$ cat config.mk
export PLATFORM = sky130hd
export DESIGN_NAME = prompt_fraction_psd_histogram_top
export DESIGN_NICKNAME = d
export VERILOG_FILES = /design/src/sv/pfpsd_pkg.sv /design/src/sv/pfpsd_ram.sv /design/src/sv/prompt_fraction_psd_histogram_top.sv
export SDC_FILE = /design/constraint.sdc
export NUM_CORES = 2
export LEC_CHECK = 0
export ABC_AREA = 1
export CAP_MARGIN = 20
export CORE_MARGIN = 4
export CORE_UTILIZATION = 50
export DETAILED_ROUTE_END_ITERATION = 12
export DONT_BUFFER_PORTS = 1
export SYNTH_ARGS = -nofsm -noshare
export SYNTH_HDL_FRONTEND = slang
export SYNTH_SLANG_ARGS = --single-unit
export TNS_END_PERCENT = 50
$ cat constraint.sdc
create_clock -name clk -period 9.7 [get_ports clk]
set_clock_uncertainty 0.2 [all_clocks]
set_input_delay 0.485 -clock clk [delete_from_list [all_inputs] [get_ports clk]]
set_output_delay 0.485 -clock clk [all_outputs]
set_load 0.02 [all_outputs]
$ cat src/sv/pfpsd_pkg.sv
`timescale 1ns / 1ps
// ----------------------------------------------------------------------------
// pfpsd_pkg
// Shared widths, reset values, register indexes and status codes of the
// prompt fraction histogram block.
// ----------------------------------------------------------------------------
package pfpsd_pkg;

	localparam int TIME_W     = 24;
	localparam int CNT_W      = 13;
	localparam int BIN_OUT_W  = 6;
	localparam int BCNT_W     = 32;
	localparam int STAT_W     = 2;
	localparam int CFG_IDX_W  = 2;

	localparam int NUM_BINS_DEF = 50;
	localparam int MAX_HITS_DEF = 4096;
	localparam int CNT_FIELD_MAX = (1 << CNT_W) - 1;

	typedef logic [STAT_W-1:0] status_t;

	localparam status_t STAT_FILLED    = 2'd0;
	localparam status_t STAT_EMPTY     = 2'd1;
	localparam status_t STAT_ZERO_WIN  = 2'd2;
	localparam status_t STAT_RATIO_ONE = 2'd3;

	localparam logic [CFG_IDX_W-1:0] REG_PROMPT_LOW  = 2'd0;
	localparam logic [CFG_IDX_W-1:0] REG_PROMPT_HIGH = 2'd1;
	localparam logic [CFG_IDX_W-1:0] REG_WINDOW_END  = 2'd2;

	localparam logic signed [TIME_W-1:0] PROMPT_LOW_RST  = -24'sd320;
	localparam logic signed [TIME_W-1:0] PROMPT_HIGH_RST = 24'sd640;
	localparam logic signed [TIME_W-1:0] WINDOW_END_RST  = 24'sd160000;

endpackage

$ cat src/sv/pfpsd_ram.sv
`timescale 1ns / 1ps
// ----------------------------------------------------------------------------
// pfpsd_ram
// Generic single-port-write, single-port-read RAM with registered read data.
// ----------------------------------------------------------------------------
module pfpsd_ram #(
	parameter int WIDTH = 32,
	parameter int DEPTH = 50,
	localparam int AW = (DEPTH > 1) ? $clog2(DEPTH) : 1
) (
	input  logic             clk,
	input  logic             we,
	input  logic [AW-1:0]    waddr,
	input  logic [WIDTH-1:0] wdata,
	input  logic             re,
	input  logic [AW-1:0]    raddr,
	output logic [WIDTH-1:0] rdata
);

	logic [WIDTH-1:0] mem_q [DEPTH];

	always_ff @(posedge clk) begin
		if (we) begin
			mem_q[waddr] <= wdata;
		end
		if (re) begin
			rdata <= mem_q[raddr];
		end
	end

endmodule

$ cat src/sv/prompt_fraction_psd_histogram_top.sv
`timescale 1ns / 1ps
// ----------------------------------------------------------------------------
// prompt_fraction_psd_histogram_top
// Counts prompt and wide-window hits per event, forms the prompt fraction
// bin and keeps a histogram of it in a RAM.
// ----------------------------------------------------------------------------
// channel   | signals                                   | handshake
// item      | hit_time, hit_valid, end_of_event         | item_valid / item_stall
// result    | prompt_hits, window_hits, bin_index,      | result_valid / result_stall
//           | bin_count, status                         |
// config    | cfg_index, cfg_data                       | cfg_we
//
// a hit request is taken every cycle once the clearing sweep is done; the window counters are plain registers
// an end request starts the bin engine: a multiply, a divide (one quotient bit
// per step), one RAM read and a write-back as the result is loaded; an empty
// event, zero window or prompt >= window goes straight to the result; hits of
// the next event are taken meanwhile, the next end request waits for the engine
// after reset the histogram RAM is swept to zero with the input stalled
// a stalled result holds in the output register and holds the engine
// ----------------------------------------------------------------------------
module prompt_fraction_psd_histogram_top
	import pfpsd_pkg::*;
#(
	parameter int NUM_BINS = NUM_BINS_DEF,
	parameter int MAX_HITS = MAX_HITS_DEF
) (
	input  logic                     clk,
	input  logic                     arst_n,
	input  logic                     cfg_we,
	input  logic [CFG_IDX_W-1:0]     cfg_index,
	input  logic [TIME_W-1:0]        cfg_data,
	input  logic                     item_valid,
	output logic                     item_stall,
	input  logic signed [TIME_W-1:0] hit_time,
	input  logic                     hit_valid,
	input  logic                     end_of_event,
	output logic                     result_valid,
	input  logic                     result_stall,
	output logic [CNT_W-1:0]         prompt_hits,
	output logic [CNT_W-1:0]         window_hits,
	output logic [BIN_OUT_W-1:0]     bin_index,
	output logic [BCNT_W-1:0]        bin_count,
	output status_t                  status
);

	localparam int QW   = $clog2(NUM_BINS);
	localparam int NB_W = $clog2(NUM_BINS + 1);
	localparam int PW   = CNT_W + NB_W;
	localparam int SW   = (QW > 1) ? $clog2(QW) : 1;
	localparam logic [CNT_W-1:0] HIT_CAP =
		CNT_W'((MAX_HITS < CNT_FIELD_MAX) ? MAX_HITS : CNT_FIELD_MAX);

	localparam logic [2:0] ST_IDLE = 3'd0;
	localparam logic [2:0] ST_MUL  = 3'd1;
	localparam logic [2:0] ST_DIV  = 3'd2;
	localparam logic [2:0] ST_RD   = 3'd3;
	localparam logic [2:0] ST_UPD  = 3'd4;
	localparam logic [2:0] ST_OUT  = 3'd5;

	// configuration
	logic signed [TIME_W-1:0] prompt_low_q, prompt_high_q, window_end_q;

	always_ff @(posedge clk or negedge arst_n) begin
		if (!arst_n) begin
			prompt_low_q  <= PROMPT_LOW_RST;
			prompt_high_q <= PROMPT_HIGH_RST;
			window_end_q  <= WINDOW_END_RST;
		end else if (cfg_we) begin
			unique case (cfg_index)
				REG_PROMPT_LOW:  prompt_low_q  <= cfg_data;
				REG_PROMPT_HIGH: prompt_high_q <= cfg_data;
				REG_WINDOW_END:  window_end_q  <= cfg_data;
				default: ;
			endcase
		end
	end

	// clearing sweep
	logic          clr_busy_q;
	logic [QW-1:0] clr_addr_q;

	always_ff @(posedge clk or negedge arst_n) begin
		if (!arst_n) begin
			clr_busy_q <= 1'b1;
			clr_addr_q <= '0;
		end else if (clr_busy_q) begin
			clr_addr_q <= clr_addr_q + 1'b1;
			if (clr_addr_q == QW'(NUM_BINS - 1)) begin
				clr_busy_q <= 1'b0;
			end
		end
	end

	// per-event counters
	logic [2:0]       state_q;
	logic [CNT_W-1:0] p_cnt_q, w_cnt_q;
	logic             seen_q;
	logic             item_fire, in_prompt, in_window;
	logic [CNT_W-1:0] p_nxt, w_nxt;
	logic             seen_nxt;

	assign item_stall = clr_busy_q || (end_of_event && (state_q != ST_IDLE));
	assign item_fire  = item_valid && !item_stall;

	assign in_prompt = hit_valid && (hit_time > prompt_low_q) && (hit_time < prompt_high_q);
	assign in_window = hit_valid && (hit_time > prompt_low_q) && (hit_time < window_end_q);
	assign p_nxt     = (in_prompt && (p_cnt_q != HIT_CAP)) ? p_cnt_q + 1'b1 : p_cnt_q;
	assign w_nxt     = (in_window && (w_cnt_q != HIT_CAP)) ? w_cnt_q + 1'b1 : w_cnt_q;
	assign seen_nxt  = seen_q || hit_valid;

	always_ff @(posedge clk or negedge arst_n) begin
		if (!arst_n) begin
			p_cnt_q <= '0;
			w_cnt_q <= '0;
			seen_q  <= 1'b0;
		end else if (item_fire) begin
			if (end_of_event) begin
				p_cnt_q <= '0;
				w_cnt_q <= '0;
				seen_q  <= 1'b0;
			end else begin
				p_cnt_q <= p_nxt;
				w_cnt_q <= w_nxt;
				seen_q  <= seen_nxt;
			end
		end
	end

	// bin engine
	logic [CNT_W-1:0]  p_q, w_q;
	status_t           stat_q;
	logic [PW-1:0]     rem_q, dsr_q;
	logic [QW-1:0]     quo_q;
	logic [SW-1:0]     step_q;
	logic              div_ge;
	logic [QW-1:0]     quo_nxt;
	logic              load_out;
	logic [BCNT_W-1:0] rd_data, new_cnt;
	logic              ram_we;
	logic [QW-1:0]     ram_waddr;
	logic [BCNT_W-1:0] ram_wdata;

	assign div_ge   = rem_q >= dsr_q;
	assign quo_nxt  = QW'({quo_q, div_ge});
	assign load_out = ((state_q == ST_UPD) || (state_q == ST_OUT))
		&& (!result_valid || !result_stall);
	assign new_cnt  = (rd_data == '1) ? rd_data : rd_data + 1'b1;

	always_ff @(posedge clk or negedge arst_n) begin
		if (!arst_n) begin
			state_q <= ST_IDLE;
		end else begin
			unique case (state_q)
				ST_IDLE: begin
					if (item_fire && end_of_event) begin
						if (!seen_nxt || (w_nxt == '0) || (p_nxt >= w_nxt)) begin
							state_q <= ST_OUT;
						end else begin
							state_q <= ST_MUL;
						end
					end
				end
				ST_MUL: state_q <= ST_DIV;
				ST_DIV: begin
					if (step_q == '0) begin
						if ({1'b0, quo_nxt} < (QW + 1)'(NUM_BINS)) begin
							state_q <= ST_RD;
						end else begin
							state_q <= ST_OUT;
						end
					end
				end
				ST_RD: state_q <= ST_UPD;
				ST_UPD, ST_OUT: begin
					if (load_out) begin
						state_q <= ST_IDLE;
					end
				end
				default: state_q <= ST_IDLE;
			endcase
		end
	end

	always_ff @(posedge clk) begin
		case (state_q)
			ST_IDLE: begin
				if (item_fire && end_of_event) begin
					p_q <= p_nxt;
					w_q <= w_nxt;
					if (!seen_nxt) begin
						stat_q <= STAT_EMPTY;
					end else if (w_nxt == '0) begin
						stat_q <= STAT_ZERO_WIN;
					end else if (p_nxt >= w_nxt) begin
						stat_q <= STAT_RATIO_ONE;
					end else begin
						stat_q <= STAT_FILLED;
					end
				end
			end
			ST_MUL: begin
				rem_q  <= PW'(NUM_BINS) * PW'(p_q);
				dsr_q  <= PW'(w_q) << (QW - 1);
				quo_q  <= '0;
				step_q <= SW'(QW - 1);
			end
			ST_DIV: begin
				if (div_ge) begin
					rem_q <= rem_q - dsr_q;
				end
				dsr_q  <= dsr_q >> 1;
				quo_q  <= quo_nxt;
				step_q <= step_q - 1'b1;
				// quotient past the last bin cannot occur when prompt < window
				if ((step_q == '0) && ({1'b0, quo_nxt} >= (QW + 1)'(NUM_BINS))) begin
					stat_q <= STAT_RATIO_ONE;
				end
			end
			default: ;
		endcase
	end

	assign ram_we    = clr_busy_q || ((state_q == ST_UPD) && load_out);
	assign ram_waddr = clr_busy_q ? clr_addr_q : quo_q;
	assign ram_wdata = clr_busy_q ? '0 : new_cnt;

	pfpsd_ram #(
		.WIDTH (BCNT_W),
		.DEPTH (NUM_BINS)
	) u_hist_ram (
		.clk   (clk),
		.we    (ram_we),
		.waddr (ram_waddr),
		.wdata (ram_wdata),
		.re    (state_q == ST_RD),
		.raddr (quo_q),
		.rdata (rd_data)
	);

	// output register
	always_ff @(posedge clk or negedge arst_n) begin
		if (!arst_n) begin
			result_valid <= 1'b0;
		end else if (load_out) begin
			result_valid <= 1'b1;
		end else if (!result_stall) begin
			result_valid <= 1'b0;
		end
	end

	always_ff @(posedge clk) begin
		if (load_out) begin
			prompt_hits <= p_q;
			window_hits <= w_q;
			if (state_q == ST_UPD) begin
				bin_index <= BIN_OUT_W'(quo_q);
				bin_count <= new_cnt;
				status    <= STAT_FILLED;
			end else begin
				bin_index <= '0;
				bin_count <= '0;
				status    <= stat_q;
			end
		end
	end

endmodule

==> results.cfg <==
[detailed_routing]
ant_nets = 0
vias = 51400
first_iter_violations = 6228
viasPerCell = 6.04
drc_errors = 0
drt-total-wl_um = 222000
wl_per_cell_um = 26.0
dr.pass1.iters = 8

[finish]
utilization_pct = 56.4
final_cell_mix = edfxtp_1, o21ai_0, nor2_1, nand2_1, o22ai_1
drive_above_1_share_pct = 8.56
fill_cells = 12700
fin_cells = 8521
nets = 6522
postLayoutCellArea_um2 = 88100
final_common_cell = edfxtp_1
area_growth_pct = 12.3

[placed_design]
place_hpwl_um = 117000
gp_congestion = 0.867
port_buffers = 0
dp.cells = 8095
placed_area_um2 = 81100

[worst_setup_path]
cp-start-kind = register
regToRegEndpoint = stat_q[1]
worstRegToRegCells = 25
worst-path-max-fanout = 14
path_class = reg -> reg
reg2reg_setup_slack_ns = 4.26
cp.arrival_ns = 5.79
critPathCaptureType = register
timing.rr.start = prompt_high_q[9]
cp.required_ns = 10.05

[logic_synthesis]
synth_flop_cell = edfxtp_1
synth_edf_count = 1772
ys_types = 53
avgSynthCellArea_um2 = 12.4
synthArstFlopShare_pct = 5.84
netlist_instances = 6321
synth_seq_area_share_pct = 71.4
ys_ff_latch = 1882
ys_warn_count = 0
synthesis.area_um2 = 78400
syn_nets = 6540

[clocking]
htreeDepth = 4
cts_buffers = 192
cts.path.max_buffers = 3
worstSkewPairLatency_ns = 0.82
clk_pin_slew_ns = 0.06
cts_tree = yes
cts_setup_buffers = 0
clockRootBuffer = clkbuf_16
clkSinkCount = 1882

[die]
die-area_um2 = 163000
die_h_um = 404
start_util_pct = 50.3
fp.dieW_um = 404
core_um2 = 156000
rows = 145
ios = 125

[global_route]
antenna_found_initial = 8
grt_pass1_wl_um = 325000
first_global_vias = 48900
grt_overflow = 0
grt_max_degree = 216
grtUsageTotal_pct = 26.8

[pwr]
powerDensity_nw_per_um2 = 299
ir_worst_vdd_uv = 318
leakage_nw = 29.8

[sta]
report.final.slew_viol_count = 0
min_period_ns = 5.44
fin_tns_setup_ns = 0
setup_viol = 0
tightest_slew_ns = 1.17
holdWs_ns = 0.0576
fmax_mhz = 184
hold_violations = 0
rsz0062_at_grt = no
relSlewSlack_pct = 21.9
period_share_pct = 56.1

[outcome]
outcome = completed

[hold_path]
hp-class = in -> async

[job]
drv_cap = 0
## critical path, stage by stage, from the launching register on
cell and delay (ns):
dfstp_2 0.53, inv_1 0.04, ha_1 0.28, a21oi_1 0.16, o21a_1 0.14, o221ai_1 0.14, a21oi_1 0.15, nand2_1 0.09
xnor2_1 0.14, nor3_2 0.73, nand2_1 0.57, nand2_1 0.20, and2_1 0.17, ha_1 0.23, nand2_1 0.10, nor2_1 0.05
o21ai_0 0.16, nand2_1 0.07, a21oi_1 0.13, nor2_1 0.06, o21bai_1 0.12, a21oi_1 0.07, a211oi_1 0.31, inv_1 0.11
a21oi_1 0.13, o21ai_0 0.08
## what timing repair did
action	CTS	global route
hold buffers	47	0
hold endpoints to repair	194	0
resized for setup	0	0
## worst max-delay path by stage
stage	start	to	slack, ns	depth (start not counted)
final	prompt_high_q[9]	stat_q[1]	4.26	25
after CTS	prompt_low_q[23]	stat_q[1]	4.29	25
after floorplan	prompt_low_q[23]	stat_q[1]	5.58	28
after global placement	prompt_high_q[9]	stat_q[1]	4.37	25
after detailed placement	prompt_low_q[23]	stat_q[1]	4.29	25
after global routing	prompt_low_q[23]	stat_q[1]	3.71	27
## sequential cells by signal, indices dropped and copies added, names as in the netlist, 18 cells and up
| signal | flops |
|---|---|
| window_end_q | 24 |
| u_hist_ram.mem_q | 1600 |
| prompt_low_q | 24 |
| prompt_high_q | 24 |
| dsr_q | 18 |
| u_hist_ram.rdata | 32 |
| rem_q | 19 |
| bin_count | 32 |
## kinds of logic (layout without fill, tap and decap cells)
kind of cell             after synthesis  after routing  synth area share (%)
flip-flops                          1882           1882                  71.4
other                                  0              1                     0
adder cells (fa/ha/maj)              162            162                  2.67
buffers and inverters                705            846                  3.41
AND/OR/NAND/NOR                     1751           1751                  8.95
multiplexers                          17             17                 0.244
XOR/XNOR                              72             72                 0.804
AO/OA/AOI/OAI                       1732           1732                  12.5
## cells in the mapped netlist (17+ instances only)
library cell / count / area (um2)
a211oi_1: 20 / 150
a31oi_1: 18 / 113
dfstp_2: 25 / 657
clkbuf_1: 361 / 1360
xor2_1: 51 / 447
nor2_1: 1121 / 4210
nand3_1: 114 / 571
nand4_1: 28 / 175
mux2_2: 17 / 191
nand2_1: 413 / 1550
a21oi_1: 113 / 566
o22ai_1: 356 / 2230
ha_1: 153 / 1910
nor3_1: 22 / 110
o221ai_1: 117 / 1020
xnor2_1: 21 / 184
edfxtp_1: 1772 / 53200
dfrtp_1: 85 / 2130
o21ai_0: 1045 / 5230
inv_1: 310 / 1160
## routing by layer
| layer | part of all wire, % | global-route usage (%) |
|---|---|---|
| met1 | 42 | 38.1 |
| met2 | 47 | 43.2 |
| met5 | 0.011 | 0 |
| met3 | 8.6 | 4.61 |
| met4 | 2.3 | 6.83 |
## power by group
group	switching, mW	internal [mW]
logic	6.45	2.49
registers	0.318	10.0
clock network	3.10	3.95
## metrics by stage
step                      total power [mW]  worst slack (ns)
after CTS                             26.2              4.29
final                                 26.3              4.26
after global routing                  27.7              3.71
after floorplan                       16.1              5.58
after detailed placement              19.1              4.29
after global placement                19.0              4.37
## final cells by class
| class | instances | area (um2) | area share, % |
|---|---|---|---|
| clock buffer | 263 | 5150 | 5.85 |
| sequential | 1882 | 56000 | 63.6 |
| tap | 2058 | 2570 | 2.92 |
| inverter | 316 | 1210 | 1.37 |
| clock inverter | 90 | 810 | 0.919 |
| antenna | 1 | 2.50 | 0.00284 |
| timing repair buffer | 177 | 1940 | 2.20 |
| multi-input combinational | 3734 | 20400 | 23.1 |
Power figures use the tool's default switching activity.
